### config.mk
export PLATFORM = sky130hd
export DESIGN_NAME = shader_source_tokenizer_core
export DESIGN_NICKNAME = d
export VERILOG_FILES = /design/src/rtl/core/sst_pkg.sv /design/src/rtl/core/sst_front.sv /design/src/rtl/core/sst_queue.sv /design/src/rtl/core/sst_back.sv /design/src/rtl/core/shader_source_tokenizer_core.sv
export SDC_FILE = /design/constraint.sdc
export NUM_CORES = 1
export LEC_CHECK = 0
export BUFFER_PORTS_ARGS = -buffer_cell sky130_fd_sc_hd__buf_2
export CAP_MARGIN = 20
export CORE_MARGIN = 2
export CORE_UTILIZATION = 50
export CTS_BUF_LIST = sky130_fd_sc_hd__clkbuf_4
export CTS_CLUSTER_SIZE = 20
export DETAILED_ROUTE_END_ITERATION = 8
export MAX_ROUTING_LAYER = met4
export PLACE_DENSITY_LB_ADDON = 0.08
export REMOVE_ABC_BUFFERS = 1
export SYNTH_ARGS = -nofsm -noshare
export SYNTH_HDL_FRONTEND = slang
export SYNTH_SLANG_ARGS = --single-unit
### constraint.sdc
create_clock -name i_clk -period 12.6 [get_ports i_clk]
set_input_delay 1.26 -clock i_clk [delete_from_list [all_inputs] [get_ports i_clk]]
set_output_delay 1.26 -clock i_clk [all_outputs]
set_load 0.01 [all_outputs]
### src/rtl/core/sst_pkg.sv
// ----------------------------------------------------------------------------
// sst_pkg
// Shared types and codes for the shader source tokenizer: scanner modes,
// token kinds, marks, character codes and the result bundle format.
// ----------------------------------------------------------------------------
package sst_pkg;

    // most results a single source byte can cause
    localparam int SST_MAX_RES     = 4;
    localparam int SST_RES_IDX_W   = 2;
    localparam int SST_QUEUE_DEPTH = 4;

    // commands
    localparam logic CMD_BYTE = 1'b0;
    localparam logic CMD_END  = 1'b1;

    // token kinds
    localparam logic [1:0] KIND_IDENT    = 2'd0;
    localparam logic [1:0] KIND_NUMBER   = 2'd1;
    localparam logic [1:0] KIND_STRING   = 2'd2;
    localparam logic [1:0] KIND_OPERATOR = 2'd3;

    // marks
    localparam logic [1:0] MARK_CHAR   = 2'd0;
    localparam logic [1:0] MARK_END    = 2'd1;
    localparam logic [1:0] MARK_CANCEL = 2'd2;

    // character codes
    localparam logic [7:0] CH_QUOTE = 8'h22;
    localparam logic [7:0] CH_SLASH = 8'h2F;
    localparam logic [7:0] CH_DOT   = 8'h2E;
    localparam logic [7:0] CH_ZERO  = 8'h30;
    localparam logic [7:0] CH_UNDER = 8'h5F;
    localparam logic [7:0] CH_NL    = 8'h0A;
    localparam logic [7:0] CH_NUL   = 8'h00;

    typedef enum logic [6:0] {
        MODE_IDLE    = 7'b0000001,
        MODE_IDENT   = 7'b0000010,
        MODE_INT     = 7'b0000100,
        MODE_DOT     = 7'b0001000,
        MODE_FRAC    = 7'b0010000,
        MODE_STRING  = 7'b0100000,
        MODE_COMMENT = 7'b1000000
    } t_mode;

    typedef struct packed {
        logic [7:0] ch;
        logic [1:0] kind;
        logic [1:0] mark;
    } t_res;

    // all results of one source byte; last is the index of the final one
    typedef struct packed {
        t_res [SST_MAX_RES-1:0]     res;
        logic [SST_RES_IDX_W-1:0]   last;
    } t_bundle;

    typedef struct packed {
        logic full;
        logic empty;
    } t_q_stat;

endpackage

### src/rtl/core/sst_front.sv
// ----------------------------------------------------------------------------
// sst_front
// Takes source bytes, steps the scanner mode and builds the bundle of
// results that each byte causes.
// ----------------------------------------------------------------------------
module sst_front (
    input  logic             i_clk,
    input  logic             i_rst_n,
    input  logic             i_in_valid,
    input  logic             i_command,
    input  logic [7:0]       i_char_code,
    output logic             o_in_stall,
    input  sst_pkg::t_q_stat i_q_stat,
    output logic             o_push,
    output sst_pkg::t_bundle o_bundle
);
    import sst_pkg::*;

    t_mode        r_mode;
    t_mode        n_mode;
    t_res [SST_MAX_RES-1:0] ents;
    logic [2:0]   cnt;
    logic         rescan;
    logic         accept;
    logic [7:0]   c;

    function automatic logic is_letter(input logic [7:0] x);
        return (x >= 8'h61 && x <= 8'h7A) || (x >= 8'h41 && x <= 8'h5A) || x == CH_UNDER;
    endfunction

    function automatic logic is_digit(input logic [7:0] x);
        return x >= CH_ZERO && x <= 8'h39;
    endfunction

    function automatic logic is_oper(input logic [7:0] x);
        return x == 8'h3D || x == 8'h2B || x == 8'h2D || x == 8'h7B || x == 8'h7D ||
               x == 8'h28 || x == 8'h29 || x == 8'h2C || x == 8'h3B || x == 8'h3C ||
               x == 8'h3E;
    endfunction

    assign c      = i_char_code;
    assign accept = i_in_valid && !i_q_stat.full;

    always_comb begin
        ents   = '0;
        cnt    = 3'd0;
        rescan = 1'b0;
        n_mode = r_mode;
        if (i_command == CMD_END || c == CH_NL) begin
            n_mode = MODE_IDLE;
            case (r_mode)
                MODE_IDENT: begin
                    ents[0] = '{ch: CH_NUL, kind: KIND_IDENT, mark: MARK_END};
                    cnt     = 3'd1;
                end
                MODE_INT, MODE_FRAC: begin
                    ents[0] = '{ch: CH_NUL, kind: KIND_NUMBER, mark: MARK_END};
                    cnt     = 3'd1;
                end
                MODE_DOT: begin
                    ents[0] = '{ch: CH_ZERO, kind: KIND_NUMBER, mark: MARK_CHAR};
                    ents[1] = '{ch: CH_NUL, kind: KIND_NUMBER, mark: MARK_END};
                    cnt     = 3'd2;
                end
                MODE_STRING: begin
                    ents[0] = '{ch: CH_NUL, kind: KIND_STRING, mark: MARK_CANCEL};
                    cnt     = 3'd1;
                end
                default: begin
                end
            endcase
        end else begin
            case (r_mode)
                MODE_IDENT: begin
                    if (is_letter(c) || is_digit(c)) begin
                        ents[0] = '{ch: c, kind: KIND_IDENT, mark: MARK_CHAR};
                        cnt     = 3'd1;
                    end else begin
                        ents[0] = '{ch: CH_NUL, kind: KIND_IDENT, mark: MARK_END};
                        cnt     = 3'd1;
                        rescan  = 1'b1;
                    end
                end
                MODE_INT: begin
                    if (is_digit(c)) begin
                        ents[0] = '{ch: c, kind: KIND_NUMBER, mark: MARK_CHAR};
                        cnt     = 3'd1;
                    end else if (c == CH_DOT) begin
                        ents[0] = '{ch: c, kind: KIND_NUMBER, mark: MARK_CHAR};
                        cnt     = 3'd1;
                        n_mode  = MODE_DOT;
                    end else begin
                        ents[0] = '{ch: CH_NUL, kind: KIND_NUMBER, mark: MARK_END};
                        cnt     = 3'd1;
                        rescan  = 1'b1;
                    end
                end
                MODE_DOT: begin
                    if (is_digit(c)) begin
                        ents[0] = '{ch: c, kind: KIND_NUMBER, mark: MARK_CHAR};
                        cnt     = 3'd1;
                        n_mode  = MODE_FRAC;
                    end else begin
                        // dangling dot: append the zero, close, then rescan
                        ents[0] = '{ch: CH_ZERO, kind: KIND_NUMBER, mark: MARK_CHAR};
                        ents[1] = '{ch: CH_NUL, kind: KIND_NUMBER, mark: MARK_END};
                        cnt     = 3'd2;
                        rescan  = 1'b1;
                    end
                end
                MODE_FRAC: begin
                    if (is_digit(c)) begin
                        ents[0] = '{ch: c, kind: KIND_NUMBER, mark: MARK_CHAR};
                        cnt     = 3'd1;
                    end else begin
                        ents[0] = '{ch: CH_NUL, kind: KIND_NUMBER, mark: MARK_END};
                        cnt     = 3'd1;
                        rescan  = 1'b1;
                    end
                end
                MODE_STRING: begin
                    if (c == CH_QUOTE) begin
                        ents[0] = '{ch: CH_NUL, kind: KIND_STRING, mark: MARK_END};
                        cnt     = 3'd1;
                        n_mode  = MODE_IDLE;
                    end else begin
                        ents[0] = '{ch: c, kind: KIND_STRING, mark: MARK_CHAR};
                        cnt     = 3'd1;
                    end
                end
                MODE_COMMENT: begin
                end
                default: begin
                    rescan = 1'b1;
                end
            endcase

            // byte seen afresh from idle, after whatever closed the token
            if (rescan) begin
                n_mode = MODE_IDLE;
                if (is_letter(c)) begin
                    ents[cnt[1:0]] = '{ch: c, kind: KIND_IDENT, mark: MARK_CHAR};
                    cnt            = cnt + 3'd1;
                    n_mode         = MODE_IDENT;
                end else if (is_digit(c)) begin
                    ents[cnt[1:0]] = '{ch: c, kind: KIND_NUMBER, mark: MARK_CHAR};
                    cnt            = cnt + 3'd1;
                    n_mode         = MODE_INT;
                end else if (c == CH_QUOTE) begin
                    n_mode = MODE_STRING;
                end else if (is_oper(c)) begin
                    ents[cnt[1:0]] = '{ch: c, kind: KIND_OPERATOR, mark: MARK_CHAR};
                    cnt            = cnt + 3'd1;
                    ents[cnt[1:0]] = '{ch: CH_NUL, kind: KIND_OPERATOR, mark: MARK_END};
                    cnt            = cnt + 3'd1;
                end else if (c == CH_SLASH) begin
                    n_mode = MODE_COMMENT;
                end
            end
        end
    end

    always_ff @(posedge i_clk) begin
        if (!i_rst_n) begin
            r_mode <= MODE_IDLE;
        end else if (accept) begin
            r_mode <= n_mode;
        end
    end

    assign o_in_stall    = i_q_stat.full;
    assign o_push        = accept && (cnt != 3'd0);
    assign o_bundle.res  = ents;
    assign o_bundle.last = SST_RES_IDX_W'(cnt - 3'd1);

endmodule

### src/rtl/core/sst_queue.sv
// ----------------------------------------------------------------------------
// sst_queue
// Short queue of result bundles between the scanner and the output side.
// ----------------------------------------------------------------------------
module sst_queue #(
    parameter int DEPTH = sst_pkg::SST_QUEUE_DEPTH
) (
    input  logic             i_clk,
    input  logic             i_rst_n,
    input  logic             i_push,
    input  sst_pkg::t_bundle i_data,
    input  logic             i_pop,
    output sst_pkg::t_bundle o_data,
    output sst_pkg::t_q_stat o_stat
);
    import sst_pkg::*;

    localparam int PTR_W = (DEPTH > 1) ? $clog2(DEPTH) : 1;
    localparam int CNT_W = $clog2(DEPTH + 1);

    t_bundle            r_mem [DEPTH];
    logic [PTR_W-1:0]   r_wr_ptr;
    logic [PTR_W-1:0]   r_rd_ptr;
    logic [CNT_W-1:0]   r_count;
    logic               do_push;
    logic               do_pop;

    assign o_stat.full  = (r_count == CNT_W'(DEPTH));
    assign o_stat.empty = (r_count == '0);
    assign do_push      = i_push && !o_stat.full;
    assign do_pop       = i_pop && !o_stat.empty;
    assign o_data       = r_mem[r_rd_ptr];

    always_ff @(posedge i_clk) begin
        if (do_push) begin
            r_mem[r_wr_ptr] <= i_data;
        end
    end

    always_ff @(posedge i_clk) begin
        if (!i_rst_n) begin
            r_wr_ptr <= '0;
            r_rd_ptr <= '0;
            r_count  <= '0;
        end else begin
            if (do_push) begin
                r_wr_ptr <= (r_wr_ptr == PTR_W'(DEPTH - 1)) ? '0 : r_wr_ptr + PTR_W'(1);
            end
            if (do_pop) begin
                r_rd_ptr <= (r_rd_ptr == PTR_W'(DEPTH - 1)) ? '0 : r_rd_ptr + PTR_W'(1);
            end
            case ({do_push, do_pop})
                2'b10:   r_count <= r_count + CNT_W'(1);
                2'b01:   r_count <= r_count - CNT_W'(1);
                default: r_count <= r_count;
            endcase
        end
    end

endmodule

### src/rtl/core/sst_back.sv
// ----------------------------------------------------------------------------
// sst_back
// Unpacks bundles into single result items, one a cycle while the output
// is not stalled, through an output register.
// ----------------------------------------------------------------------------
module sst_back (
    input  logic             i_clk,
    input  logic             i_rst_n,
    input  sst_pkg::t_bundle i_data,
    input  sst_pkg::t_q_stat i_q_stat,
    output logic             o_pop,
    output logic             o_out_valid,
    input  logic             i_out_stall,
    output logic [7:0]       o_token_char,
    output logic [1:0]       o_token_kind,
    output logic [1:0]       o_mark,
    output logic             o_last_of_run
);
    import sst_pkg::*;

    t_bundle                  r_cur;
    logic                     r_cur_valid;
    logic [SST_RES_IDX_W-1:0] r_idx;
    logic                     r_out_valid;
    t_res                     r_out;
    logic                     r_out_last;
    logic                     load;
    logic                     fire;
    logic                     fin;

    assign load  = !r_out_valid || !i_out_stall;
    assign fire  = load && r_cur_valid;
    assign fin   = fire && (r_idx == r_cur.last);
    assign o_pop = !i_q_stat.empty && (!r_cur_valid || fin);

    always_ff @(posedge i_clk) begin
        if (!i_rst_n) begin
            r_cur_valid <= 1'b0;
            r_idx       <= '0;
            r_out_valid <= 1'b0;
        end else begin
            if (o_pop) begin
                r_cur_valid <= 1'b1;
                r_idx       <= '0;
            end else if (fin) begin
                r_cur_valid <= 1'b0;
            end else if (fire) begin
                r_idx <= r_idx + SST_RES_IDX_W'(1);
            end
            if (load) begin
                r_out_valid <= r_cur_valid;
            end
        end
    end

    always_ff @(posedge i_clk) begin
        if (o_pop) begin
            r_cur <= i_data;
        end
        if (fire) begin
            r_out      <= r_cur.res[r_idx];
            r_out_last <= fin;
        end
    end

    assign o_out_valid   = r_out_valid;
    assign o_token_char  = r_out.ch;
    assign o_token_kind  = r_out.kind;
    assign o_mark        = r_out.mark;
    assign o_last_of_run = r_out_last;

endmodule

### src/rtl/core/shader_source_tokenizer_core.sv
// ----------------------------------------------------------------------------
// shader_source_tokenizer_core
// Results pass the bundle queue, the unpack register and the output register.
// Throughput: one byte a cycle while the bundle queue has room, one result
// item a cycle out while not stalled, so the output port sets the long-run
// rate when bytes cause several results. Reset (synchronous, active low)
// empties the queue and output register and puts the scanner in idle.
// ----------------------------------------------------------------------------
module shader_source_tokenizer_core #(
    parameter int QUEUE_DEPTH = sst_pkg::SST_QUEUE_DEPTH
) (
    input  logic       i_clk,
    input  logic       i_rst_n,
    input  logic       i_in_valid,
    output logic       o_in_stall,
    input  logic       i_command,
    input  logic [7:0] i_char_code,
    output logic       o_out_valid,
    input  logic       i_out_stall,
    output logic [7:0] o_token_char,
    output logic [1:0] o_token_kind,
    output logic [1:0] o_mark,
    output logic       o_last_of_run
);
    import sst_pkg::*;

    t_q_stat q_stat;
    t_bundle push_data;
    t_bundle pop_data;
    logic    push;
    logic    pop;

    sst_front u_front (
        .i_clk       (i_clk),
        .i_rst_n     (i_rst_n),
        .i_in_valid  (i_in_valid),
        .i_command   (i_command),
        .i_char_code (i_char_code),
        .o_in_stall  (o_in_stall),
        .i_q_stat    (q_stat),
        .o_push      (push),
        .o_bundle    (push_data)
    );

    sst_queue #(
        .DEPTH (QUEUE_DEPTH)
    ) u_queue (
        .i_clk   (i_clk),
        .i_rst_n (i_rst_n),
        .i_push  (push),
        .i_data  (push_data),
        .i_pop   (pop),
        .o_data  (pop_data),
        .o_stat  (q_stat)
    );

    sst_back u_back (
        .i_clk         (i_clk),
        .i_rst_n       (i_rst_n),
        .i_data        (pop_data),
        .i_q_stat      (q_stat),
        .o_pop         (pop),
        .o_out_valid   (o_out_valid),
        .i_out_stall   (i_out_stall),
        .o_token_char  (o_token_char),
        .o_token_kind  (o_token_kind),
        .o_mark        (o_mark),
        .o_last_of_run (o_last_of_run)
    );

endmodule

==> flow_summary_export.csv, run 1 <==
group,metric,value,unit
routing,final_antenna_net_count,0,
floorplanning,io_pins,28,
synthesis,postSynthAreaPerCell,17.6,um^2
clock_tree,hold_fix_buffer_count_after_cts,0,
clock_tree,cts.sink_count,266,
critical_path,crit_required,12870,ps
synthesis,post_synth_inst_count,631,
clock_tree,cts.clk_slew.worst_paths,60,ps
clock_tree,cts.repair_timing.setup_buffer_count,0,
sta,rsz0062_at_grt,"no",
clock_tree,cts_tree,"yes",
synthesis,netlist_area,11100,um^2
power_and_ir_drop,post-layout-total-power,2.42,mW
sta,hold_violations,0,
critical_path,r2r.worst_path.cells,11,
clock_tree,ctsRootBufferMaster,"sky130_fd_sc_hd__clkbuf_4",
placed_design,pre_cts_slack,6470,ps
critical_path,regToRegSetupSlack,7720,ps
global_routing,gr-usage-all-layers,21.8,%
critical_path,cp-end-kind,"flop",
synthesis,synth_cell_type_count,68,
global_routing,grt_overflow_total,0,
synthesis,postSynthRegisterBits,266,
sta,finClkSkew,51.1,ps
critical_path,worstSetupEndpoint,"u_queue.r_mem[0][41]",
critical_path,crit_type,"primary input to flop",
power_and_ir_drop,power.static_leakage,4.43,nW
clock_tree,clkLatencyLatePin,660,ps
routing,wirelength,24.1,mm
placed_design,placed_cell_area,11600,um^2
min_path,timing.hold.worst.class,"flop to flop",
global_routing,initial_antenna_violation_count,1,
layout,fillerInstances,1711,
global_routing,grt.met2_usage,32.2,%
floorplanning,die_h,153,um
layout,layout-drive-gt1-share,30.3,%
sta,final_min_period_over_clock_period,42.2,%
routing,drtIter0Drc,411,
critical_path,critical_path.startpoint_type,"primary input",
placed_design,io_buffer_count,27,
global_routing,met3_usage,4.48,%
layout,finalNetCount,756,
layout,final_common_cell,"sky130_fd_sc_hd__edfxtp_1",
floorplanning,std_cell_rows,54,
routing,drcViolationCount,0,
critical_path,cp-startpoint,"i_char_code[0]",
clock_tree,deepest_clock_path_buffer_count,3,
global_routing,grt_start_max_net_pins,52,
placed_design,detailed_place_hpwl,14.8,mm
job,maxCapViolations,0,
critical_path,critical_path_arrival,5590,ps
clock_tree,number_of_gates_given_a_new_drive_strength_after_cts,0,
floorplanning,fp.dieArea,23400,um^2
floorplanning,floorplan.initialDensity,50.9,%
layout,layout_common_cells,"248 x sky130_fd_sc_hd__edfxtp_1, 105 x sky130_fd_sc_hd__clkbuf_4, 58 x sky130_fd_sc_hd__mux4_2",
layout,syn2layout_area_growth,13.4,%
sta,setup-tns-final,0,ps
sta,slew_limit_headroom,32.2,%
synthesis,share_of_the_yosys_chip_area_belonging_to_registers,70.3,%
synthesis,ys.flop_type,"sky130_fd_sc_hd__edfxtp_1",
sta,worstMarginPinSlew,1010,ps
power_and_ir_drop,power_density,192,nW/um^2
sta,report.final.setup_viol,0,
sta,drv_slew,0,
power_and_ir_drop,power.ir.vdd_worst,0.000127,V
routing,vias_per_cell,5.76,
global_routing,first_global_vias,6323,
clock_tree,cts_max_level,3,
routing,wl_per_cell,22.7,um
critical_path,critical_path.reg2reg.endpoint,"u_queue.r_mem[0][41]",
routing,vias,6096,
critical_path,critical_path_peak_fanout,27,
critical_path,critical_path.reg2reg.startpoint,"u_front.r_mode[4]",
sta,fmaxAchievable,188,MHz
status,outcome,"finished clean",
sta,layout_setup_ws,7280,ps
global_routing,global_route.usage.met1,30.3,%
synthesis,ys_warn_count,0,
global_routing,busiest_layer,"met2",
floorplanning,core_region_area,21800,um^2
synthesis,synth_async_sr_flop_share,0,%
synthesis,synth_enable_flop_cells,248,
clock_tree,cts_buffers,71,
sta,layout_min_cycle_time,5320,ps
routing,drt_first_pass_iters,5,
floorplanning,chipWidth,153,um
layout,final_design_area_no_fill,12600,um^2
global_routing,grt_pass1_wl,37.3,mm
placed_design,routabilityCongestion,0.918,
==> critical path, stage by stage <==
cell	delay [ps]
sky130_fd_sc_hd__buf_2	170
sky130_fd_sc_hd__or3_1	480
sky130_fd_sc_hd__o311ai_0	640
sky130_fd_sc_hd__o21a_2	410
sky130_fd_sc_hd__o2bb2ai_2	230
sky130_fd_sc_hd__nor2_1	90
sky130_fd_sc_hd__o21ai_0	150
sky130_fd_sc_hd__o311ai_0	180
sky130_fd_sc_hd__clkbuf_2	220
sky130_fd_sc_hd__ha_1	220
sky130_fd_sc_hd__o22ai_2	340
sky130_fd_sc_hd__and2_2	650
sky130_fd_sc_hd__buf_4	520
==> logic make-up (layout without fill, tap and decap cells) <==
kind of cell,count (synthesis),after routing,synth area share [%]
adders and majority gates,18,18,2.09
xor gates and xnor gates,10,10,0.788
AOI/OAI and AO/OA,92,92,6.00
muxes,64,64,12.3
DFF,266,266,70.3
other,1,14,0.0338
buffers and inverters,51,185,1.85
and+or+nand+nor,129,129,6.66
==> synth_stat cells (8+ instances only) <==
master / n / area share, %
sky130_fd_sc_hd__nand3_1: 10 / 0.45
sky130_fd_sc_hd__o21ai_0: 15 / 0.68
sky130_fd_sc_hd__mux4_2: 58 / 12
sky130_fd_sc_hd__clkbuf_1: 22 / 0.74
sky130_fd_sc_hd__nor2_1: 14 / 0.47
sky130_fd_sc_hd__a211oi_1: 8 / 0.54
sky130_fd_sc_hd__inv_1: 19 / 0.64
sky130_fd_sc_hd__a21oi_1: 19 / 0.86
sky130_fd_sc_hd__edfxtp_1: 248 / 67
sky130_fd_sc_hd__and2_1: 33 / 1.9
sky130_fd_sc_hd__ha_1: 17 / 1.9
sky130_fd_sc_hd__xnor2_1: 8 / 0.63
sky130_fd_sc_hd__nand2_1: 28 / 0.95
sky130_fd_sc_hd__dfxtp_1: 18 / 3.2
==> where the power goes <==
group,total [mW],internal [mW],leakage (nW),switching [mW]
Combinational,0.457,0.208,1.24,0.249
Clock,0.779,0.443,0.558,0.336
Sequential,1.18,1.14,2.63,0.0445
Total,2.42,1.79,4.43,0.630
==> sequential cells by signal, indices dropped and copies added (netlist names), 2 cells and up <==
name                 flops
u_queue.r_mem          188
u_back.r_cur            47
u_back.o_token_char      8
u_front.r_mode           7
u_queue.r_count          3
u_back.o_mark            2
u_back.o_token_kind      2
u_back.r_idx             2
u_queue.r_rd_ptr         2
u_queue.r_wr_ptr         2
==> routing by layer <==
layer	up-vias	routed length [um]
met5	-	0
met4	0	631
met3	40	1140
met2	190	11300
met1	3122	11000
li1	2744	-
==> how the worst min path moves through the flow <==
stage / start / slack, ps / cells after the start / endpoint
2_1_floorplan: u_front.r_mode[1] / 470 / 2 / u_front.r_mode[1]
3_3_place_gp: u_queue.r_wr_ptr[1] / 480 / 2 / u_queue.r_wr_ptr[1]
3_5_place_dp: u_front.r_mode[1] / 500 / 2 / u_front.r_mode[1]
4_1_cts: u_front.r_mode[1] / 510 / 2 / u_front.r_mode[1]
5_1_grt: u_queue.r_wr_ptr[1] / 560 / 2 / u_queue.r_wr_ptr[1]
6_report: u_front.r_mode[1] / 510 / 2 / u_front.r_mode[1]
==> stage by stage <==
stage               instances  util, %  hold WS [ps]
CTS                      1053     57.5           510
finish                   1058     57.7           505
detailed placement        929     53.2           503
global route             1058     57.7           558
global placement          928     53.1           485
floorplan                 611        -           467
==> final cells by class <==
type | count | area (um^2) | area share [%]
Sequential cell | 266 | 7810 | 62.0
Clock buffer | 105 | 788 | 6.26
Clock inverter | 19 | 156 | 1.24
Antenna cell | 2 | 5.00 | 0.0397
Timing Repair Buffer | 41 | 265 | 2.11
Tap cell | 280 | 350 | 2.78
Multi-Input combinational cell | 325 | 3150 | 25.0
Inverter | 20 | 75.1 | 0.596
Power figures use the tool's default switching activity.
==> inputs of run 2 (changes only) <==
==> constraint.sdc (replaced) <==
create_clock -name i_clk -period 5.54 [get_ports i_clk]
set_input_delay 0.554 -clock i_clk [delete_from_list [all_inputs] [get_ports i_clk]]
set_output_delay 0.554 -clock i_clk [all_outputs]
set_load 0.01 [all_outputs]
==> run 2 against run 1 <==
Compared with the run above:
- non-clock buffer count is 5 higher
- total power is 120% higher
- critical path depth is 3 higher
- count of clock-buffer cells in the layout fell by 3
- design area fell by 0.14%
- clock skew decreased by 11 ps
- global-route usage is 0.31 points lower
- first-iteration DRC count up 10%
- flip-flop and latch count unchanged
- critical path type is now flop to flop
- highest routed layer unchanged
==> flow_summary_export.csv, run 2 (synthesis gave the netlist of run 1 again) <==
group,metric,value,unit
critical_path,r2r.worst_path.cells,16,
global_routing,grt_overflow_total,0,
min_path,timing.hold.worst.start,"i_out_stall",
routing,drtIter0Drc,454,
layout,fillerInstances,1705,
sta,layout_min_cycle_time,4440,ps
power_and_ir_drop,power.combinational.fraction,19.4,%
sta,layout_setup_ws,1100,ps
power_and_ir_drop,power_density,425,nW/um^2
layout,layout_common_cells,"248 x sky130_fd_sc_hd__edfxtp_1, 102 x sky130_fd_sc_hd__clkbuf_4, 58 x sky130_fd_sc_hd__mux4_2",
placed_design,routabilityCongestion,0.929,
power_and_ir_drop,netSwitchingPower,1.40,mW
min_path,worst_hold_path.num_cells,3,
routing,wirelength,23.5,mm
clock_tree,ctsRootBufferMaster,"sky130_fd_sc_hd__clkbuf_4",
floorplanning,io_pins,28,
clock_tree,cts_buffers,69,
floorplanning,std_cell_rows,54,
layout,final_design_area_no_fill,12600,um^2
min_path,hold-path-endpoint,"u_back.o_out_valid",
global_routing,grt_start_max_net_pins,51,
power_and_ir_drop,p_seq_share,49.8,%
routing,wl_per_cell,22.1,um
placed_design,pre_cts_slack,633,ps
power_and_ir_drop,post-layout-total-power,5.34,mW
critical_path,critical_path_peak_fanout,7,
critical_path,cp-end-kind,"flop",
power_and_ir_drop,power.ir.vdd_worst,0.000367,V
routing,vias_per_cell,5.73,
sta,drv_slew,0,
critical_path,critical_path_arrival,4990,ps
clock_tree,cts.repair_timing.setup_buffer_count,0,
floorplanning,die_h,153,um
clock_tree,deepest_clock_path_buffer_count,3,
power_and_ir_drop,power.static_leakage,4.41,nW
sta,slew_limit_headroom,33.2,%
global_routing,gr-usage-all-layers,21.5,%
clock_tree,cts_max_level,3,
layout,largest_reg_flops,188,
critical_path,critical_path.reg2reg.startpoint,"u_front.r_mode[0]",
layout,layout-drive-gt1-share,30.6,%
global_routing,grt_pass1_wl,36.7,mm
min_path,timing.hold.worst.class,"primary input to flop",
power_and_ir_drop,cell_internal_pwr,3.94,mW
job,maxCapViolations,0,
sta,final_min_period_over_clock_period,80.1,%
routing,drt_first_pass_iters,5,
clock_tree,cts.clk_slew.worst_paths,60,ps
layout,finalNetCount,759,
sta,report.final.setup_viol,0,
critical_path,critical_path.startpoint_type,"flop",
clock_tree,clkLatencyLatePin,650,ps
floorplanning,fp.dieArea,23400,um^2
critical_path,crit_required,6100,ps
sta,fmaxAchievable,225,MHz
sta,hold_violations,0,
layout,final_common_cell,"sky130_fd_sc_hd__edfxtp_1",
routing,vias,6074,
layout,syn2layout_area_growth,13.2,%
global_routing,first_global_vias,6387,
floorplanning,core_region_area,21800,um^2
floorplanning,floorplan.initialDensity,50.9,%
critical_path,critical_path.reg2reg.endpoint,"u_queue.r_count[2]",
sta,finClkSkew,39.9,ps
placed_design,detailed_place_hpwl,14.5,mm
clock_tree,number_of_gates_given_a_new_drive_strength_after_cts,0,
critical_path,regToRegSetupSlack,1100,ps
layout,largest_register,"u_queue.r_mem",
sta,setup-tns-final,0,ps
clock_tree,cts_tree,"yes",
power_and_ir_drop,p_clk_share,30.7,%
placed_design,placed_cell_area,11700,um^2
clock_tree,hold_fix_buffer_count_after_cts,0,
power_and_ir_drop,netSwitchingFraction,26.3,%
critical_path,cp-startpoint,"u_front.r_mode[0]",
placed_design,io_buffer_count,27,
sta,worstMarginPinSlew,991,ps
routing,final_antenna_net_count,0,
global_routing,initial_antenna_violation_count,2,
critical_path,crit_type,"flop to flop",
sta,rsz0062_at_grt,"no",
status,outcome,"finished clean",
clock_tree,cts.sink_count,266,
floorplanning,chipWidth,153,um
routing,drcViolationCount,0,
==> run 2: changes by cell type in the layout (fill, tap and decap cells not counted) <==
cell                         before  now
sky130_fd_sc_hd__buf_4           11   16
sky130_fd_sc_hd__buf_12           0    3
sky130_fd_sc_hd__clkbuf_4       105  102
sky130_fd_sc_hd__clkinvlp_4       0    3
sky130_fd_sc_hd__bufinv_16        3    1
sky130_fd_sc_hd__buf_16           1    0
sky130_fd_sc_hd__buf_8            1    0
sky130_fd_sc_hd__clkbuf_2         1    0
sky130_fd_sc_hd__clkinv_4         1    0
sky130_fd_sc_hd__diode_2          2    1
sky130_fd_sc_hd__inv_2            2    3
==> run 2: critical path, cell delays in order (launching register included) <==
cell,delay [ps]
sky130_fd_sc_hd__dfxtp_1,380
sky130_fd_sc_hd__or4_1,670
sky130_fd_sc_hd__nor4_4,370
sky130_fd_sc_hd__a21oi_1,210
sky130_fd_sc_hd__o2bb2ai_2,320
sky130_fd_sc_hd__o21ai_2,190
sky130_fd_sc_hd__o311ai_0,320
sky130_fd_sc_hd__buf_4,200
sky130_fd_sc_hd__ha_1,180
sky130_fd_sc_hd__o22ai_2,150
sky130_fd_sc_hd__inv_1,90
sky130_fd_sc_hd__ha_1,180
sky130_fd_sc_hd__inv_1,70
sky130_fd_sc_hd__fa_1,380
sky130_fd_sc_hd__xor2_1,160
sky130_fd_sc_hd__or3_1,300
sky130_fd_sc_hd__a21boi_0,180
==> run 2: area by class of cell <==
type	count	area, um^2	share of cell area, %
inverters	20	75.1	0.597
clock inverters	20	114	0.905
flip-flops and latches	266	7810	62.1
repair buffers	46	315	2.51
well taps	280	350	2.78
diodes	1	2.50	0.0199
multi-input cells	325	3150	25.0
clock buffers	102	766	6.09
==> run 2: power groups by stage <==
stage               Combinational (mW)  Sequential (mW)  Clock (mW)
CTS                               1.07             2.66        1.70
global route                      1.14             2.69        1.80
floorplan                        0.638             2.81           0
detailed placement                1.06             2.70           0
global placement                  1.05             2.70           0
finish                            1.04             2.66        1.64
==> run 2: through the flow <==
step	cells	util [%]	hold WS, ps
final	1060	57.6	182
after floorplan	611	-	467
after global routing	1060	57.6	130
after CTS	1059	57.6	115
after detailed placement	937	53.6	499
after global placement	937	53.6	484
==> run 2: worst max-delay path by stage <==
stage / endpoint
2_1_floorplan: u_queue.r_mem[3][0]
3_3_place_gp: u_queue.r_count[2]
3_5_place_dp: u_queue.r_count[2]
4_1_cts: u_queue.r_count[2]
5_1_grt: u_queue.r_count[2]
6_report: u_queue.r_count[2]
==> run 2: per-layer routing <==
| metal | vias up | share of wire (%) | global-route usage, % |
|---|---|---|---|
| met5 | - | 0 | - |
| met4 | 0 | 1.7 | 7.01 |
| met3 | 30 | 4.7 | 4.42 |
| met2 | 144 | 48 | 32.4 |
| met1 | 3138 | 46 | 29.9 |
| li1 | 2762 | - | - |
==> inputs of run 3 (changes only) <==
--- a/config.mk
+++ b/config.mk
@@ -5,6 +5,7 @@
 export SDC_FILE = /design/constraint.sdc
 export NUM_CORES = 1
 export LEC_CHECK = 0
+export ABC_AREA = 1
 export BUFFER_PORTS_ARGS = -buffer_cell sky130_fd_sc_hd__buf_2
 export CAP_MARGIN = 20
 export CORE_MARGIN = 2
==> constraint.sdc (replaced) <==
create_clock -name i_clk -period 4.15 [get_ports i_clk]
set_input_delay 0.415 -clock i_clk [delete_from_list [all_inputs] [get_ports i_clk]]
set_output_delay 0.415 -clock i_clk [all_outputs]
set_load 0.01 [all_outputs]
==> run 3 against run 2 <==
Compared with the run above:
- sequential power grew 38%
- register-to-register slack worse by 440 ps
- non-clock buffer count rose by 5
- critical path type unchanged
- critical path depth increased by 5
- synthesized cell count rose by 53%
- core utilization grew 0.53 points
- maximum frequency increased by 27%
- clock power is 40% higher
- largest cell class unchanged
- clock skew fell by 10 ps
- routed wire length up 6.8%
- setup slack got worse by 440 ps
==> flow_summary_export.csv, run 3 <==
group,metric,value,unit
synthesis,postSynthAreaPerCell,11.6,um^2
critical_path,critical_path.startpoint_type,"flop",
layout,largest_register,"u_queue.r_mem",
routing,vias,7427,
clock_tree,clkLatencyLatePin,650,ps
synthesis,synth_most_common_cell,"sky130_fd_sc_hd__edfxtp_1",
routing,final_antenna_net_count,0,
layout,layout_common_cells,"248 x sky130_fd_sc_hd__edfxtp_1, 178 x sky130_fd_sc_hd__nor2_1, 139 x sky130_fd_sc_hd__o21ai_0",
clock_tree,cts.sink_count,266,
layout,postLayoutCoreUtil,58.2,%
sta,drv_slew,0,
sta,worstMarginPinSlew,940,ps
sta,finClkSkew,29.5,ps
clock_tree,cts_max_level,3,
routing,drtIter0Drc,677,
sta,final_min_period_over_clock_period,84.0,%
clock_tree,cts.repair_timing.setup_buffer_count,0,
sta,hold_violations,0,
floorplanning,std_cell_rows,54,
min_path,worst_hold_path.num_cells,2,
critical_path,crit_type,"flop to flop",
placed_design,routabilityCongestion,0.922,
critical_path,cp-end-kind,"flop",
synthesis,netlist_area,11200,um^2
layout,syn2layout_area_growth,13.8,%
layout,final_common_cell,"sky130_fd_sc_hd__edfxtp_1",
floorplanning,chipWidth,154,um
clock_tree,cts_tree,"yes",
layout,largest_reg_flops,188,
sta,slew_limit_headroom,37.3,%
synthesis,share_of_the_yosys_chip_area_belonging_to_registers,69.5,%
floorplanning,fp.dieArea,23700,um^2
critical_path,critical_path_arrival,4010,ps
synthesis,ys_warn_count,0,
sta,report.final.setup_viol,0,
global_routing,grt_pass1_wl,39.9,mm
routing,vias_per_cell,5.35,
clock_tree,cts.clk_slew.worst_paths,70,ps
synthesis,synth_top_area_share,66.3,%
power_and_ir_drop,post-layout-total-power,7.71,mW
synthesis,synth_top_area_cell,"sky130_fd_sc_hd__edfxtp_1",
critical_path,r2r.worst_path.cells,21,
layout,finalNetCount,1090,
routing,wl_per_cell,18.1,um
synthesis,netlist_top_cells_area,"sky130_fd_sc_hd__edfxtp_1 66%, sky130_fd_sc_hd__o21ai_0 6.2%, sky130_fd_sc_hd__nor2_1 6.1%",
global_routing,grt_overflow_total,0,
sta,whs,139,ps
clock_tree,number_of_gates_given_a_new_drive_strength_after_cts,0,
synthesis,synth.cells.most_frequent,"248 x sky130_fd_sc_hd__edfxtp_1, 183 x sky130_fd_sc_hd__nor2_1, 139 x sky130_fd_sc_hd__o21ai_0",
critical_path,critical_path_peak_fanout,7,
synthesis,synth_cell_type_count,40,
synthesis,ys.flop_type,"sky130_fd_sc_hd__edfxtp_1",
status,outcome,"finished clean",
floorplanning,die_h,154,um
floorplanning,core_region_area,22000,um^2
synthesis,synth_enable_flop_cells,248,
placed_design,detailed_place_hpwl,14.8,mm
job,maxCapViolations,0,
placed_design,io_buffer_count,27,
min_path,timing.hold.worst.class,"primary input to flop",
global_routing,initial_antenna_violation_count,1,
clock_tree,cts_buffers,69,
synthesis,post_synth_inst_count,967,
sta,layout_min_cycle_time,3490,ps
floorplanning,io_pins,28,
synthesis,synth_async_sr_flop_share,0,%
global_routing,first_global_vias,7317,
clock_tree,deepest_clock_path_buffer_count,3,
placed_design,placed_cell_area,11900,um^2
routing,drcViolationCount,0,
power_and_ir_drop,power_density,603,nW/um^2
routing,drt_first_pass_iters,5,
floorplanning,floorplan.initialDensity,51.1,%
layout,final_design_area_no_fill,12800,um^2
clock_tree,ctsRootBufferMaster,"sky130_fd_sc_hd__clkbuf_4",
synthesis,postSynthRegisterBits,266,
power_and_ir_drop,power.static_leakage,4.69,nW
routing,wirelength,25.1,mm
sta,fmaxAchievable,287,MHz
sta,rsz0062_at_grt,"no",
layout,layout-drive-gt1-share,17.7,%
power_and_ir_drop,power.ir.vdd_worst,0.000289,V
critical_path,crit_required,4670,ps
global_routing,gr-usage-all-layers,22.8,%
global_routing,grt_start_max_net_pins,71,
## run 3: cell type report
cell class,instances,area (um^2)
timing repair buffer,51,368
clock inverter,17,146
sequential,266,7810
clock buffer,101,758
tap,280,350
inverter,64,245
fill,1841,9180
multi-input combinational,607,3100
antenna,1,2.50
## run 3: worst max-delay path: stages, from the launching register on
cell	delay (ps)
sky130_fd_sc_hd__dfxtp_1	340
sky130_fd_sc_hd__nor2_2	150
sky130_fd_sc_hd__nand2_1	130
sky130_fd_sc_hd__nor2_4	220
sky130_fd_sc_hd__inv_1	90
sky130_fd_sc_hd__o21ai_0	280
sky130_fd_sc_hd__nor2_1	180
sky130_fd_sc_hd__ha_1	310
sky130_fd_sc_hd__a21oi_1	50
sky130_fd_sc_hd__nand2_1	50
sky130_fd_sc_hd__nand2_1	50
sky130_fd_sc_hd__inv_1	60
sky130_fd_sc_hd__ha_1	150
sky130_fd_sc_hd__nand3_2	130
sky130_fd_sc_hd__nand2_1	110
sky130_fd_sc_hd__ha_1	140
sky130_fd_sc_hd__inv_1	60
sky130_fd_sc_hd__fa_1	370
sky130_fd_sc_hd__a21oi_1	150
sky130_fd_sc_hd__o21ai_0	130
sky130_fd_sc_hd__o21ai_0	160
sky130_fd_sc_hd__a21oi_1	50
## run 3: through the flow
stage,TNS [ps],cells,setup slack [ps]
3_3_place_gp,0,1267,497
4_1_cts,0,1386,698
6_report,0,1387,664
3_5_place_dp,0,1267,438
2_1_floorplan,-115700,937,-612
5_1_grt,0,1387,162
## run 3: final timing paths
| kind | startpoint | end | slack (ps) |
|---|---|---|---|
| max | u_front.r_mode[6] | u_queue.r_count[2] | 660 |
| min | i_command | u_queue.r_mem[0][24] | 140 |
| min reg2reg | u_back.o_out_valid | u_back.o_out_valid | 470 |
| max reg2reg | u_front.r_mode[6] | u_queue.r_count[2] | 660 |
## run 3: kinds of logic (layout without fill, tap and decap cells)
family	count (synthesis)	after routing	share of synthesized area (%)
flip-flops	266	266	69.5
AND/OR/NAND/NOR	348	348	13.6
other	1	13	0.0334
adder cells (fa/ha/maj)	18	18	2.07
AO/OA/AOI/OAI	225	225	10.8
XOR/XNOR	4	4	0.312
buffers and inverters	105	233	3.60
## run 3: what timing repair did
action,in CTS,in global routing
setup endpoints to repair,0,0
hold buffers,1,0
endpoints found under the hold margin,1,0
## run 3: layer usage
metal / wire length (um) / track usage [%] / vias up
met5: 0 / - / -
met4: 337 / 7.74 / 0
met3: 1460 / 4.14 / 28
met2: 11700 / 35.1 / 202
met1: 11600 / 30.9 / 3524
li1: - / - / 3673
## run 3: report_power, final
part | internal, mW | switching (mW)
clock | 1.30 | 0.996
combinational | 0.500 | 1.26
sequential | 3.54 | 0.117
total | 5.34 | 2.37
